File: src/fts_pkg.sv
// Package for the fixed-timestep tick generator
// Shared widths, command and speed codes, reset constant
// No dependencies
package fts_pkg;

  // field widths
  localparam int CMD_W     = 3;
  localparam int DUR_W     = 32;
  localparam int DELTA_W   = 32;
  localparam int MAXT_IN_W = 16;
  localparam int PROD_W    = DUR_W + MAXT_IN_W;
  localparam int CNT_W     = 64;
  localparam int PEND_W    = 48;
  localparam int SPEED_W   = 2;
  localparam int ADD_W     = DELTA_W + 2;

  // parameter defaults
  localparam int ACCUM_WIDTH_DEF    = 48;
  localparam int MAX_TICK_WIDTH_DEF = 16;

  // reset value of the tick length register
  localparam logic [DUR_W-1:0] TICK_DUR_RESET = 32'd16667;

  // command codes
  localparam logic [CMD_W-1:0] CMD_ADVANCE = 3'd0;
  localparam logic [CMD_W-1:0] CMD_STEP    = 3'd1;
  localparam logic [CMD_W-1:0] CMD_PAUSE   = 3'd2;
  localparam logic [CMD_W-1:0] CMD_RESUME  = 3'd3;
  localparam logic [CMD_W-1:0] CMD_SPEED   = 3'd4;
  localparam logic [CMD_W-1:0] CMD_CLEAR   = 3'd5;

  // speed codes
  localparam logic [SPEED_W-1:0] SPEED_PAUSED = 2'd0;
  localparam logic [SPEED_W-1:0] SPEED_NORMAL = 2'd1;
  localparam logic [SPEED_W-1:0] SPEED_FAST   = 2'd2;
  localparam logic [SPEED_W-1:0] SPEED_VFAST  = 2'd3;

  // start and finish of a serial unit
  typedef struct packed {
    logic start;
  } unit_ctl_t;

  typedef struct packed {
    logic busy;
    logic done;
  } unit_stat_t;

endpackage

File: src/fts_mul.sv
// Bit-serial shift-add multiplier: tick length times tick cap
// One multiplier bit per cycle, MSB first
// Depends on fts_pkg
module fts_mul (
  input  logic                            clk,
  input  logic                            rst,
  input  fts_pkg::unit_ctl_t              ctl,
  input  logic [fts_pkg::DUR_W-1:0]       mcand,
  input  logic [fts_pkg::MAXT_IN_W-1:0]   mplier,
  output logic [fts_pkg::PROD_W-1:0]      prod,
  output fts_pkg::unit_stat_t             stat
);

  localparam int CW = $clog2(fts_pkg::MAXT_IN_W + 1);

  logic [CW-1:0]                    cnt;
  logic [fts_pkg::MAXT_IN_W-1:0]    mreg;
  logic                             busy;
  logic                             done;

  // control: bit counter and busy flag
  always_ff @(posedge clk) begin
    if (rst) begin
      busy <= 1'b0;
      done <= 1'b0;
      cnt  <= '0;
    end else begin
      done <= 1'b0;
      if (ctl.start) begin
        busy <= 1'b1;
        cnt  <= CW'(fts_pkg::MAXT_IN_W);
      end else if (busy) begin
        cnt <= cnt - CW'(1);
        if (cnt == CW'(1)) begin
          busy <= 1'b0;
          done <= 1'b1;
        end
      end
    end
  end

  // datapath: shift the product, add the multiplicand on a set bit
  always_ff @(posedge clk) begin
    if (ctl.start) begin
      prod <= '0;
      mreg <= mplier;
    end else if (busy) begin
      prod <= {prod[fts_pkg::PROD_W-2:0], 1'b0}
              + (mreg[fts_pkg::MAXT_IN_W-1] ? fts_pkg::PROD_W'(mcand) : '0);
      mreg <= {mreg[fts_pkg::MAXT_IN_W-2:0], 1'b0};
    end
  end

  assign stat.busy = busy;
  assign stat.done = done;

endmodule

File: src/fts_div.sv
// Bit-serial restoring divider: accumulator over tick length
// One quotient bit per cycle through a 33-bit compare and subtract
// Depends on fts_pkg
module fts_div #(
  parameter int ACCUM_WIDTH = fts_pkg::ACCUM_WIDTH_DEF
) (
  input  logic                          clk,
  input  logic                          rst,
  input  fts_pkg::unit_ctl_t            ctl,
  input  logic [ACCUM_WIDTH-1:0]        dividend,
  input  logic [fts_pkg::DUR_W-1:0]     divisor,
  output logic [ACCUM_WIDTH-1:0]        quot,
  output logic [fts_pkg::DUR_W-1:0]     rem,
  output fts_pkg::unit_stat_t           stat
);

  localparam int CW = $clog2(ACCUM_WIDTH + 1);

  logic [CW-1:0]                 cnt;
  logic                          busy;
  logic                          done;
  logic [fts_pkg::DUR_W-1:0]     dreg;
  logic [fts_pkg::DUR_W:0]       trial;
  logic                          ge;

  // next partial remainder takes the dividend MSB
  assign trial = {rem, quot[ACCUM_WIDTH-1]};
  assign ge    = (trial >= {1'b0, dreg});

  // control: bit counter and busy flag
  always_ff @(posedge clk) begin
    if (rst) begin
      busy <= 1'b0;
      done <= 1'b0;
      cnt  <= '0;
    end else begin
      done <= 1'b0;
      if (ctl.start) begin
        busy <= 1'b1;
        cnt  <= CW'(ACCUM_WIDTH);
      end else if (busy) begin
        cnt <= cnt - CW'(1);
        if (cnt == CW'(1)) begin
          busy <= 1'b0;
          done <= 1'b1;
        end
      end
    end
  end

  // datapath: dividend shifts out, quotient bits shift in
  always_ff @(posedge clk) begin
    if (ctl.start) begin
      quot <= dividend;
      rem  <= '0;
      dreg <= divisor;
    end else if (busy) begin
      quot <= {quot[ACCUM_WIDTH-2:0], ge};
      rem  <= ge ? fts_pkg::DUR_W'(trial - {1'b0, dreg}) : trial[fts_pkg::DUR_W-1:0];
    end
  end

  assign stat.busy = busy;
  assign stat.done = done;

endmodule

File: src/fixed_timestep_tick_generator.sv
// Sequence: an advance with nonzero delta and cap on a running clock goes from accept through add,
// the serial multiply and a compare, then straight to the count step when the tick cap is reached
// or through the serial divider (one quotient bit per cycle) otherwise; others go straight to output.
// Throughput: one command at a time; the next is taken once the result is in the output
// register, even while that result still waits to be taken.
// Reset: synchronous; speed normal, accumulator and tick counter zero, tick length 16667 us.
// Top level of the fixed-timestep tick generator; depends on fts_pkg, fts_mul, fts_div
module fixed_timestep_tick_generator #(
  parameter int ACCUM_WIDTH    = fts_pkg::ACCUM_WIDTH_DEF,
  parameter int MAX_TICK_WIDTH = fts_pkg::MAX_TICK_WIDTH_DEF
) (
  input  logic                              clk,
  input  logic                              rst,
  input  logic                              cfg_wr_en,
  input  logic [fts_pkg::DUR_W-1:0]         cfg_wr_data,
  input  logic                              in_valid,
  output logic                              in_ready,
  input  logic [fts_pkg::CMD_W-1:0]         cmd,
  input  logic [fts_pkg::DELTA_W-1:0]       delta_us,
  input  logic [fts_pkg::MAXT_IN_W-1:0]     max_ticks,
  input  logic [fts_pkg::SPEED_W-1:0]       speed_sel,
  output logic                              out_valid,
  input  logic                              out_ready,
  output logic [fts_pkg::MAXT_IN_W-1:0]     ticks_due,
  output logic                              step_taken,
  output logic [fts_pkg::CNT_W-1:0]         tick_count_out,
  output logic [fts_pkg::PEND_W-1:0]        pending_us,
  output logic [fts_pkg::SPEED_W-1:0]       speed_now
);

  localparam int MW = fts_pkg::MAXT_IN_W;
  localparam int CMPW = (ACCUM_WIDTH > fts_pkg::PROD_W) ? ACCUM_WIDTH : fts_pkg::PROD_W;
  localparam int EXTW = (ACCUM_WIDTH > fts_pkg::PEND_W) ? ACCUM_WIDTH : fts_pkg::PEND_W;
  localparam logic [MW-1:0] MAXT_MASK =
    (MAX_TICK_WIDTH >= MW) ? {MW{1'b1}} : MW'((64'd1 << MAX_TICK_WIDTH) - 64'd1);
  localparam logic [EXTW-1:0] PEND_MAX = EXTW'({fts_pkg::PEND_W{1'b1}});

  // sequencer states
  localparam logic [2:0] ST_IDLE = 3'd0;
  localparam logic [2:0] ST_ADD  = 3'd1;
  localparam logic [2:0] ST_MUL  = 3'd2;
  localparam logic [2:0] ST_CMP  = 3'd3;
  localparam logic [2:0] ST_DIV  = 3'd4;
  localparam logic [2:0] ST_CNT  = 3'd5;
  localparam logic [2:0] ST_OUT  = 3'd6;

  logic [2:0]                        state;
  logic [fts_pkg::SPEED_W-1:0]       speed;
  logic [fts_pkg::SPEED_W-1:0]       resume_speed;
  logic [ACCUM_WIDTH-1:0]            accum;
  logic [fts_pkg::CNT_W-1:0]         tick_counter;
  logic [fts_pkg::DUR_W-1:0]         tick_dur;

  logic [fts_pkg::ADD_W-1:0]         add_q;
  logic [MW-1:0]                     maxt_q;
  logic [MW-1:0]                     emitted_q;
  logic                              stepped_q;

  logic                              accept;
  logic                              out_free;
  logic [MW-1:0]                     maxt_in;
  logic                              adv_live;
  logic [fts_pkg::ADD_W-1:0]         add_in;
  logic [ACCUM_WIDTH:0]              sum;
  logic [CMPW-1:0]                   acc_cmp;
  logic [CMPW-1:0]                   prod_cmp;
  logic                              capped;
  logic [EXTW-1:0]                   acc_ext;

  fts_pkg::unit_ctl_t                mul_ctl;
  fts_pkg::unit_ctl_t                div_ctl;
  fts_pkg::unit_stat_t               mul_stat;
  fts_pkg::unit_stat_t               div_stat;
  logic [fts_pkg::PROD_W-1:0]        prod;
  logic [ACCUM_WIDTH-1:0]            quot;
  logic [fts_pkg::DUR_W-1:0]         rem;

  assign in_ready = (state == ST_IDLE);
  assign accept   = in_valid && in_ready;
  assign out_free = !out_valid || out_ready;
  assign maxt_in  = max_ticks & MAXT_MASK;
  assign adv_live = (speed != fts_pkg::SPEED_PAUSED) && (delta_us != '0) && (maxt_in != '0);

  // elapsed time scaled by x1, x2 or x4
  always_comb begin
    unique case (speed)
      fts_pkg::SPEED_FAST:  add_in = {1'b0, delta_us, 1'b0};
      fts_pkg::SPEED_VFAST: add_in = {delta_us, 2'b00};
      default:              add_in = {2'b00, delta_us};
    endcase
  end

  // saturating accumulate, cap check against cap times tick length
  assign sum      = {1'b0, accum} + (ACCUM_WIDTH + 1)'(add_q);
  assign acc_cmp  = CMPW'(accum);
  assign prod_cmp = CMPW'(prod);
  assign capped   = (acc_cmp >= prod_cmp);
  assign acc_ext  = EXTW'(accum);

  assign mul_ctl.start = (state == ST_ADD);
  assign div_ctl.start = (state == ST_CMP) && !capped;

  fts_mul u_mul (
    .clk    (clk),
    .rst    (rst),
    .ctl    (mul_ctl),
    .mcand  (tick_dur),
    .mplier (maxt_q),
    .prod   (prod),
    .stat   (mul_stat)
  );

  fts_div #(
    .ACCUM_WIDTH (ACCUM_WIDTH)
  ) u_div (
    .clk      (clk),
    .rst      (rst),
    .ctl      (div_ctl),
    .dividend (accum),
    .divisor  (tick_dur),
    .quot     (quot),
    .rem      (rem),
    .stat     (div_stat)
  );

  // sequencer and clock state
  always_ff @(posedge clk) begin
    if (rst) begin
      state        <= ST_IDLE;
      speed        <= fts_pkg::SPEED_NORMAL;
      resume_speed <= fts_pkg::SPEED_NORMAL;
      accum        <= '0;
      tick_counter <= '0;
      tick_dur     <= fts_pkg::TICK_DUR_RESET;
      out_valid    <= 1'b0;
    end else begin
      if (cfg_wr_en) begin
        tick_dur <= (cfg_wr_data == '0) ? fts_pkg::DUR_W'(1) : cfg_wr_data;
      end
      // result beat goes up from the out state, drops when taken
      if ((state == ST_OUT) && out_free) begin
        out_valid <= 1'b1;
      end else if (out_valid && out_ready) begin
        out_valid <= 1'b0;
      end
      unique case (state)
        ST_IDLE: begin
          if (accept) begin
            state <= ((cmd == fts_pkg::CMD_ADVANCE) && adv_live) ? ST_ADD : ST_OUT;
            unique case (cmd)
              fts_pkg::CMD_ADVANCE: begin
              end
              fts_pkg::CMD_STEP: begin
                if (speed == fts_pkg::SPEED_PAUSED) begin
                  tick_counter <= tick_counter + fts_pkg::CNT_W'(1);
                end
              end
              fts_pkg::CMD_PAUSE: begin
                if (speed != fts_pkg::SPEED_PAUSED) begin
                  resume_speed <= speed;
                  speed        <= fts_pkg::SPEED_PAUSED;
                end
              end
              fts_pkg::CMD_RESUME: begin
                if (speed == fts_pkg::SPEED_PAUSED) begin
                  speed <= (resume_speed == fts_pkg::SPEED_PAUSED) ?
                           fts_pkg::SPEED_NORMAL : resume_speed;
                end
              end
              fts_pkg::CMD_SPEED: begin
                speed <= speed_sel;
                if (speed_sel != fts_pkg::SPEED_PAUSED) begin
                  resume_speed <= speed_sel;
                end
              end
              fts_pkg::CMD_CLEAR: begin
                speed        <= fts_pkg::SPEED_NORMAL;
                resume_speed <= fts_pkg::SPEED_NORMAL;
                accum        <= '0;
                tick_counter <= '0;
              end
              default: begin
              end
            endcase
          end
        end
        ST_ADD: begin
          accum <= sum[ACCUM_WIDTH] ? {ACCUM_WIDTH{1'b1}} : sum[ACCUM_WIDTH-1:0];
          state <= ST_MUL;
        end
        ST_MUL: begin
          if (mul_stat.done) begin
            state <= ST_CMP;
          end
        end
        ST_CMP: begin
          if (capped) begin
            accum <= ACCUM_WIDTH'(acc_cmp - prod_cmp);
            state <= ST_CNT;
          end else begin
            state <= ST_DIV;
          end
        end
        ST_DIV: begin
          if (div_stat.done) begin
            accum <= ACCUM_WIDTH'(rem);
            state <= ST_CNT;
          end
        end
        ST_CNT: begin
          tick_counter <= tick_counter + fts_pkg::CNT_W'(emitted_q);
          state        <= ST_OUT;
        end
        ST_OUT: begin
          if (out_free) begin
            state <= ST_IDLE;
          end
        end
        default: begin
          state <= ST_IDLE;
        end
      endcase
    end
  end

  // per-command payload
  always_ff @(posedge clk) begin
    if (accept) begin
      add_q     <= add_in;
      maxt_q    <= maxt_in;
      emitted_q <= '0;
      stepped_q <= (cmd == fts_pkg::CMD_STEP) && (speed == fts_pkg::SPEED_PAUSED);
    end
    if ((state == ST_CMP) && capped) begin
      emitted_q <= maxt_q;
    end
    if ((state == ST_DIV) && div_stat.done) begin
      emitted_q <= quot[MW-1:0];
    end
  end

  // output register
  always_ff @(posedge clk) begin
    if ((state == ST_OUT) && out_free) begin
      ticks_due      <= emitted_q;
      step_taken     <= stepped_q;
      tick_count_out <= tick_counter;
      pending_us     <= (acc_ext > PEND_MAX) ? {fts_pkg::PEND_W{1'b1}}
                                             : acc_ext[fts_pkg::PEND_W-1:0];
      speed_now      <= speed;
    end
  end

  // emitted ticks never exceed the cap
  assert property (@(posedge clk) disable iff (rst)
    (state == ST_CNT) |-> (emitted_q <= maxt_q))
    else $error("emitted ticks above cap");

  // leftover is below one tick unless the cap was hit
  assert property (@(posedge clk) disable iff (rst)
    (state == ST_CNT) |-> ((accum < ACCUM_WIDTH'(tick_dur)) || (emitted_q == maxt_q)))
    else $error("leftover time holds a whole tick");

  // an accepted beat always leaves idle
  assert property (@(posedge clk) disable iff (rst)
    accept |=> (state != ST_IDLE))
    else $error("beat accepted without leaving idle");

  // divider finishes only while the sequencer waits for it
  assert property (@(posedge clk) disable iff (rst)
    div_stat.done |-> (state == ST_DIV))
    else $error("divider done outside divide state");

endmodule

File: config.mk
export PLATFORM = sky130hd
export DESIGN_NAME = fixed_timestep_tick_generator
export DESIGN_NICKNAME = d
export VERILOG_FILES = /design/src/fts_pkg.sv /design/src/fts_mul.sv /design/src/fts_div.sv /design/src/fixed_timestep_tick_generator.sv
export SDC_FILE = /design/constraint.sdc
export NUM_CORES = 1
export LEC_CHECK = 0
export ABC_CLOCK_PERIOD_IN_PS = 7940
export BUFFER_PORTS_ARGS = -buffer_cell sky130_fd_sc_hd__buf_2
export CAP_MARGIN = 20
export CORE_MARGIN = 1
export CORE_UTILIZATION = 61
export DETAILED_ROUTE_END_ITERATION = 16
export PLACE_DENSITY = 0.8
export SYNTH_ARGS = -nofsm -noshare
export SYNTH_HDL_FRONTEND = slang
export SYNTH_SLANG_ARGS = --single-unit
export TNS_END_PERCENT = 30
File: constraint.sdc
create_clock -name clk -period 7.94 [get_ports clk]
set_clock_uncertainty 0.2 [all_clocks]
set_input_delay 0 -clock clk [delete_from_list [all_inputs] [get_ports clk]]
set_output_delay 0 -clock clk [all_outputs]
set_load 0.02 [all_outputs]
After elaboration in Yosys (flattened, before gate mapping) --
Cells that the tools add are included.
Storage, ports and cells: register bits after elaboration 541, latch bits 0, RAM bits 0, memory bits (read-only) 0, output and inout bits 133, word-level logic and storage cells 156, memories 0
Cells by class: add/sub/neg operators 8, $mul 0, div/mod/pow operators 0, magnitude comparators 3, equal/unequal tests 26, shifts and indexed selects 0, mux-type cells 49, bitwise operators 2, reduce and logical (&&, ||, !) cells 39
Operators with widths (number):
- $mux W48 | 7
- $pmux W64 S2 | 2
- $pmux W48 S4 | 1
- $mux W64 | 2
- $mux W32 | 3
- $mux W16 | 5
- $pmux W34 S2 | 1
- $add A64 B1 Y64 const B | 1
- $add A64 B16 Y64 | 1
- $add A48 B34 Y49 | 1
- $add A48 B48 Y48 | 1
- $ge A48 B48 Y1 | 1
- $gt A48 B48 Y1 const B | 1
- $sub A48 B48 Y48 | 1
- $ge A33 B32 Y1 | 1
- $logic_not A32 Y1 | 1
- $reduce_bool A32 Y1 | 1
- $sub A32 B32 Y32 | 1
- $pmux W3 S7 | 1
- $reduce_bool A16 Y1 | 1
- $eq A3 B3 Y1 const B | 5
- $mux W3 | 5
- $reduce_and A5 Y1 | 3
- $eq A3 B2 Y1 const B | 4
- 28 further kinds | 76

Logic depth before layout (Yosys ltp) --
word-level depth 7, depth in mapped cells 15

By module --
A second synthesis with hierarchy kept.
Unflattened totals: cells, all modules 3651, area, all modules 33225.6 um^2
By module, submodules not included:
- fixed_timestep_tick_generator | times used 1, cells each 2455, area an instance 21624.5 um^2, sequential area each 8988.6 um^2
- fts_div | times used 1, cells each 651, area an instance 6820.3 um^2, sequential area each 3203.1 um^2
- fts_mul | times used 1, cells each 545, area an instance 4780.8 um^2, sequential area each 1581.5 um^2

Worst setup path after synthesis --
OpenSTA, ideal clock, no wires.
path type register -> register, from register state[2], to register pending_us[0] in the netlist's numbering (enable), arrival 6.411 ns, required time 7.118 ns, slack 0.707 ns, cell stages (with the launch flop) 6, buffers on the path 1, period minus slack after synthesis 7.233 ns, path through dfxtp_1 -> clkbuf_1 -> inv_1 -> nor2_1 -> nand2_1 -> nor2_1
On the way: cells in the longest elaborated chain, start to end 2
Ends and longest elaborated chain:
- start: declaration | RTL line fixed_timestep_tick_generator.sv:47 | logic [2:0] state;
- start signal: assignment | RTL line fixed_timestep_tick_generator.sv:149 | state <= ((cmd == fts_pkg::CMD_ADVANCE) && adv_live) ? ST_ADD : ST_OUT;
- $eq A3 B3 Y1 | RTL line fixed_timestep_tick_generator.sv:244 | if ((state == ST_OUT) && out_free) begin
- $logic_and A1 B1 Y1 | RTL line fixed_timestep_tick_generator.sv:244
- end signal: assignment | RTL line fixed_timestep_tick_generator.sv:248 | pending_us <= (acc_ext > PEND_MAX) ? {fts_pkg::PEND_W{1'b1}}
- end: declaration | RTL line fixed_timestep_tick_generator.sv:27 | output logic [fts_pkg::PEND_W-1:0] pending_us,
Every way passes these cells. A chain may end at the register's enable or synchronous reset.

Final worst setup path --
from register u_mul.prod[5] in the netlist's numbering, to register u_div.rem[30] in the netlist's numbering
On the way: cells in the longest elaborated chain, start to end 3
Ends and longest elaborated chain:
- start: declaration | RTL line fts_mul.sv:10 | output logic [fts_pkg::PROD_W-1:0] prod,
- start signal: assignment | RTL line fts_mul.sv:48 | prod <= {prod[fts_pkg::PROD_W-2:0], 1'b0}
- $ge A48 B48 Y1 | RTL line fixed_timestep_tick_generator.sv:97 | assign capped = (acc_cmp >= prod_cmp);
- $logic_not A1 Y1 | RTL line fixed_timestep_tick_generator.sv:101 | assign div_ctl.start = (state == ST_CMP) && !capped;
- $logic_and A1 B1 Y1 | RTL line fixed_timestep_tick_generator.sv:101
- end signal: assignment | RTL line fts_div.sv:59 | rem <= ge ? fts_pkg::DUR_W'(trial - {1'b0, dreg}) : trial[fts_pkg::DUR_W-1:0];
- end: declaration | RTL line fts_div.sv:13 | output logic [fts_pkg::DUR_W-1:0] rem,
Every way passes these cells.

==> flow_summary.ini <==
[status]
status = finished clean

[min_path]
hold_depth = 3
hp-class = in -> reg

[detailed_routing]
met2_length_um = 47110
via_per_inst = 6.476
wl_um = 104200
drtIter0Drc = 3894
dr.max_layer_used = met5
wl_met3_um = 11930
wl_met1_um = 40680
firstDrtPassIters = 9
detail_route.wl_per_cell_um = 22.35
vias = 30200
drc_errors = 0
ant_nets = 0

[yosys]
synth_top_area_frac = 0.2718
synth_seq_cells = 541
synthTopCellsByCount = 429 x nand2_1, 320 x a21oi_1, 304 x nor2_1
synth_nets = 3893
yosysUniqueCellTypes = 102
synth_async_sr_flop_share = 0
synth_edf_count = 294
yosysTopAreaCell = edfxtp_1
ys_warn_count = 0
synthXorXnorAreaFrac = 0.04610
synth_top_family_by_area = compound AO/OA/AOI/OAI gates
synthesis.area_mm2 = 0.03248
synth_adder_area_share = 0.06702
synthFlopType = edfxtp_1
synth.avg_cell_area_um2 = 8.944
syn_inst = 3632
muxShareOfSynthArea = 0.03567
synth_most_common_cell = nand2_1
yosysSeqAreaShare = 0.4240
synth-simple-area-share = 0.1759
synth-compound-area-share = 0.2050
ys_top_cells_by_area = edfxtp_1 27%, dfxtp_1 15%, ha_1 6.4%, nand2_1 5.0%, a21oi_1 4.9%

[placed_design]
dp.final_hpwl_um = 70380
place.gp.congestion = 1.021
portBuffers = 222

[floorplanning]
start_util = 0.6182
num_io_pins = 223
rows = 84
core_area_mm2 = 0.05255
dieArea_mm2 = 0.05418
dieWidth_um = 232.8
die_y_um = 232.8

[clock_network]
path_clk_slew_ns = 0.06
cts_tree = done
post_cts_buffers = 0
cts_resized = 0
cts_buffers = 58
cts_root_buf = clkbuf_16
clk_latency_ns = 0.65
h-tree-depth = 2
clockBufferDepth = 3
cts_sinks = 541

[critical_path]
startpoint_type = flip-flop
end_kind = flip-flop
path_max_fanout = 54
required_ns = 8.25
r2r_cells = 15
criticalPathCategory = reg -> reg
cp.arrival_ns = 5.12

[power]
fin_total_pwr_mw = 12.46
p_leak_nw = 15.42
ir_drop_uv = 287.9
powerDensity_mw_per_mm2 = 329.1

[sta]
fmaxAchievable_mhz = 208.0
slew_headroom = 0.1907
holdWs_ns = 0.1173
layout_min_cycle_time_ns = 4.807
slew_violations = 0
min_period_over_period = 0.6054
tightest_slew_ns = 1.201
finalHoldViolCount = 0
rsz0062_at_grt = false
tns_ns = 0
final-setup-viol-count = 0

[cells_and_area]
multiInputGateArea_mm2 = 0.01727
fin_util = 0.7203
drive_above_1_share = 0.1071
nFillCells = 3842
register_area_mm2 = 0.01378
areaGrowthSynthToFinish_pct = 16.52
nNetsFinal = 4178

[global_route]
grt_pass1_vias = 28120
grt_overflow = 0
grt_usage = 0.3761
antenna_found_initial = 7
grt_max_degree = 74
grt_pass1_wl_um = 158300

[flow_run]
maxCapViolations = 0
-- logic make-up (layout without fill, tap and decap cells) --
logic type               Yosys count  after routing
AO/OA/AOI/OAI                   1035           1035
XOR/XNOR                         171            171
adder cells (fa/ha/maj)          171            171
buffers and inverters            383            718
flip-flops                       541            541
multiplexers                     115            115
other                              0              8
AND/OR/NAND/NOR                 1216           1216
-- cell usage in the layout, fill, tap and decap left out, drive strengths merged, types with 23 or more instances in the layout --
cell | Yosys | layout
a211oi | 39 | 39
xnor2 | 113 | 113
o211ai | 27 | 27
a221oi | 31 | 31
ha | 166 | 166
mux2i | 109 | 109
o21bai | 26 | 26
edfxtp | 294 | 294
buf | 39 | 256
nand4 | 54 | 54
clkinv | 0 | 24
and2 | 57 | 57
nand2b | 23 | 23
clkbuf | 193 | 72
nand3 | 88 | 88
dfxtp | 247 | 247
nor4 | 49 | 49
inv | 151 | 154
nor2 | 304 | 304
dlygate4sd3 | 0 | 201
o21a | 28 | 28
nor3 | 62 | 62
a31oi | 46 | 46
o22ai | 46 | 46
a21oi | 321 | 321
nor2b | 33 | 33
xor2 | 58 | 58
a21o | 82 | 82
o21ai | 224 | 224
and3 | 39 | 39
nand2 | 430 | 430
-- flip-flops by register name (all words and copies together) (netlist names), 2 cells and up --
signal and cells:
u_div.rem 32, u_mul.mreg 16, pending_us 48, add_q 34, tick_dur 32, speed_now 2, tick_counter 64, u_div.cnt 6
maxt_q 16, tick_count_out 64, u_mul.prod 48, acc_cmp 48, u_mul.cnt 5, state 3, ticks_due 16, u_div.quot 48
speed 2, emitted_q 16, resume_speed 2, u_div.dreg 32
-- worst max-delay path, stage by stage (launching register included) --
cell	delay, ns
dfxtp_1	0.36
inv_1	0.06
ha_1	0.34
a211oi_1	0.25
o21bai_1	0.14
o21ai_0	0.29
nand3_1	0.25
a221oi_1	0.63
nand3_2	0.16
clkinv_2	0.06
buf_4	0.44
buf_4	0.69
nor2_1	0.28
nand3b_1	0.16
mux2i_1	0.08
a211o_1	0.25
-- through the flow --
stage	worst slack, ns	cell area [µm²]	cells
6_report	3.133	37850	4663
5_1_grt	2.857	37830	4656
4_1_cts	3.220	37810	4654
3_5_place_dp	3.263	33840	4343
3_3_place_gp	3.312	33840	4343
2_1_floorplan	0.7068	32480	3632
-- where the power goes --
| group | switching, mW | leakage (nW) | internal (mW) |
|---|---|---|---|
| Sequential | 0.506 | 4.73 | 3.59 |
| Combinational | 3.42 | 9.73 | 2.12 |
| Clock | 1.21 | 0.957 | 1.61 |
-- layer usage --
| metal | GRT usage | vias to the layer above |
|---|---|---|
| met4 | 0.1595 | 6 |
| met2 | 0.5999 | 1906 |
| met1 | 0.4964 | 14160 |
| met3 | 0.07549 | 278 |
| met5 | 0 | - |
| li1 | - | 13850 |
-- final timing paths --
kind / slack [ns] / start / to
setup / recovery: 3.13 / u_mul.prod[5]$_SDFFE_PP0P_ / u_div.rem[30]$_SDFFE_PP0P_
setup reg to reg: 3.13 / u_mul.prod[5]$_SDFFE_PP0P_ / u_div.rem[30]$_SDFFE_PP0P_
hold reg to reg: 0.26 / tick_dur[2]$_SDFFE_PP0P_ / u_div.dreg[2]$_DFFE_PP_
hold / removal: 0.12 / delta_us[31] / add_q[33]$_DFFE_PP_
-- area by class of cell --
class | instances | share of cell area
multi-input cells | 2708 | 0.4563
flip-flops and latches | 541 | 0.3640
repair buffers | 457 | 0.08965
clock buffers | 72 | 0.04135
well taps | 688 | 0.02274
inverters | 151 | 0.01501
clock inverters | 38 | 0.01038
diodes | 8 | 0.0005289
-- repair_timing --
item,CTS,global route
hold buffers,201,0
setup endpoints to repair,0,0
hold endpoints to repair,134,0
(Power assumes the default switching activity.)
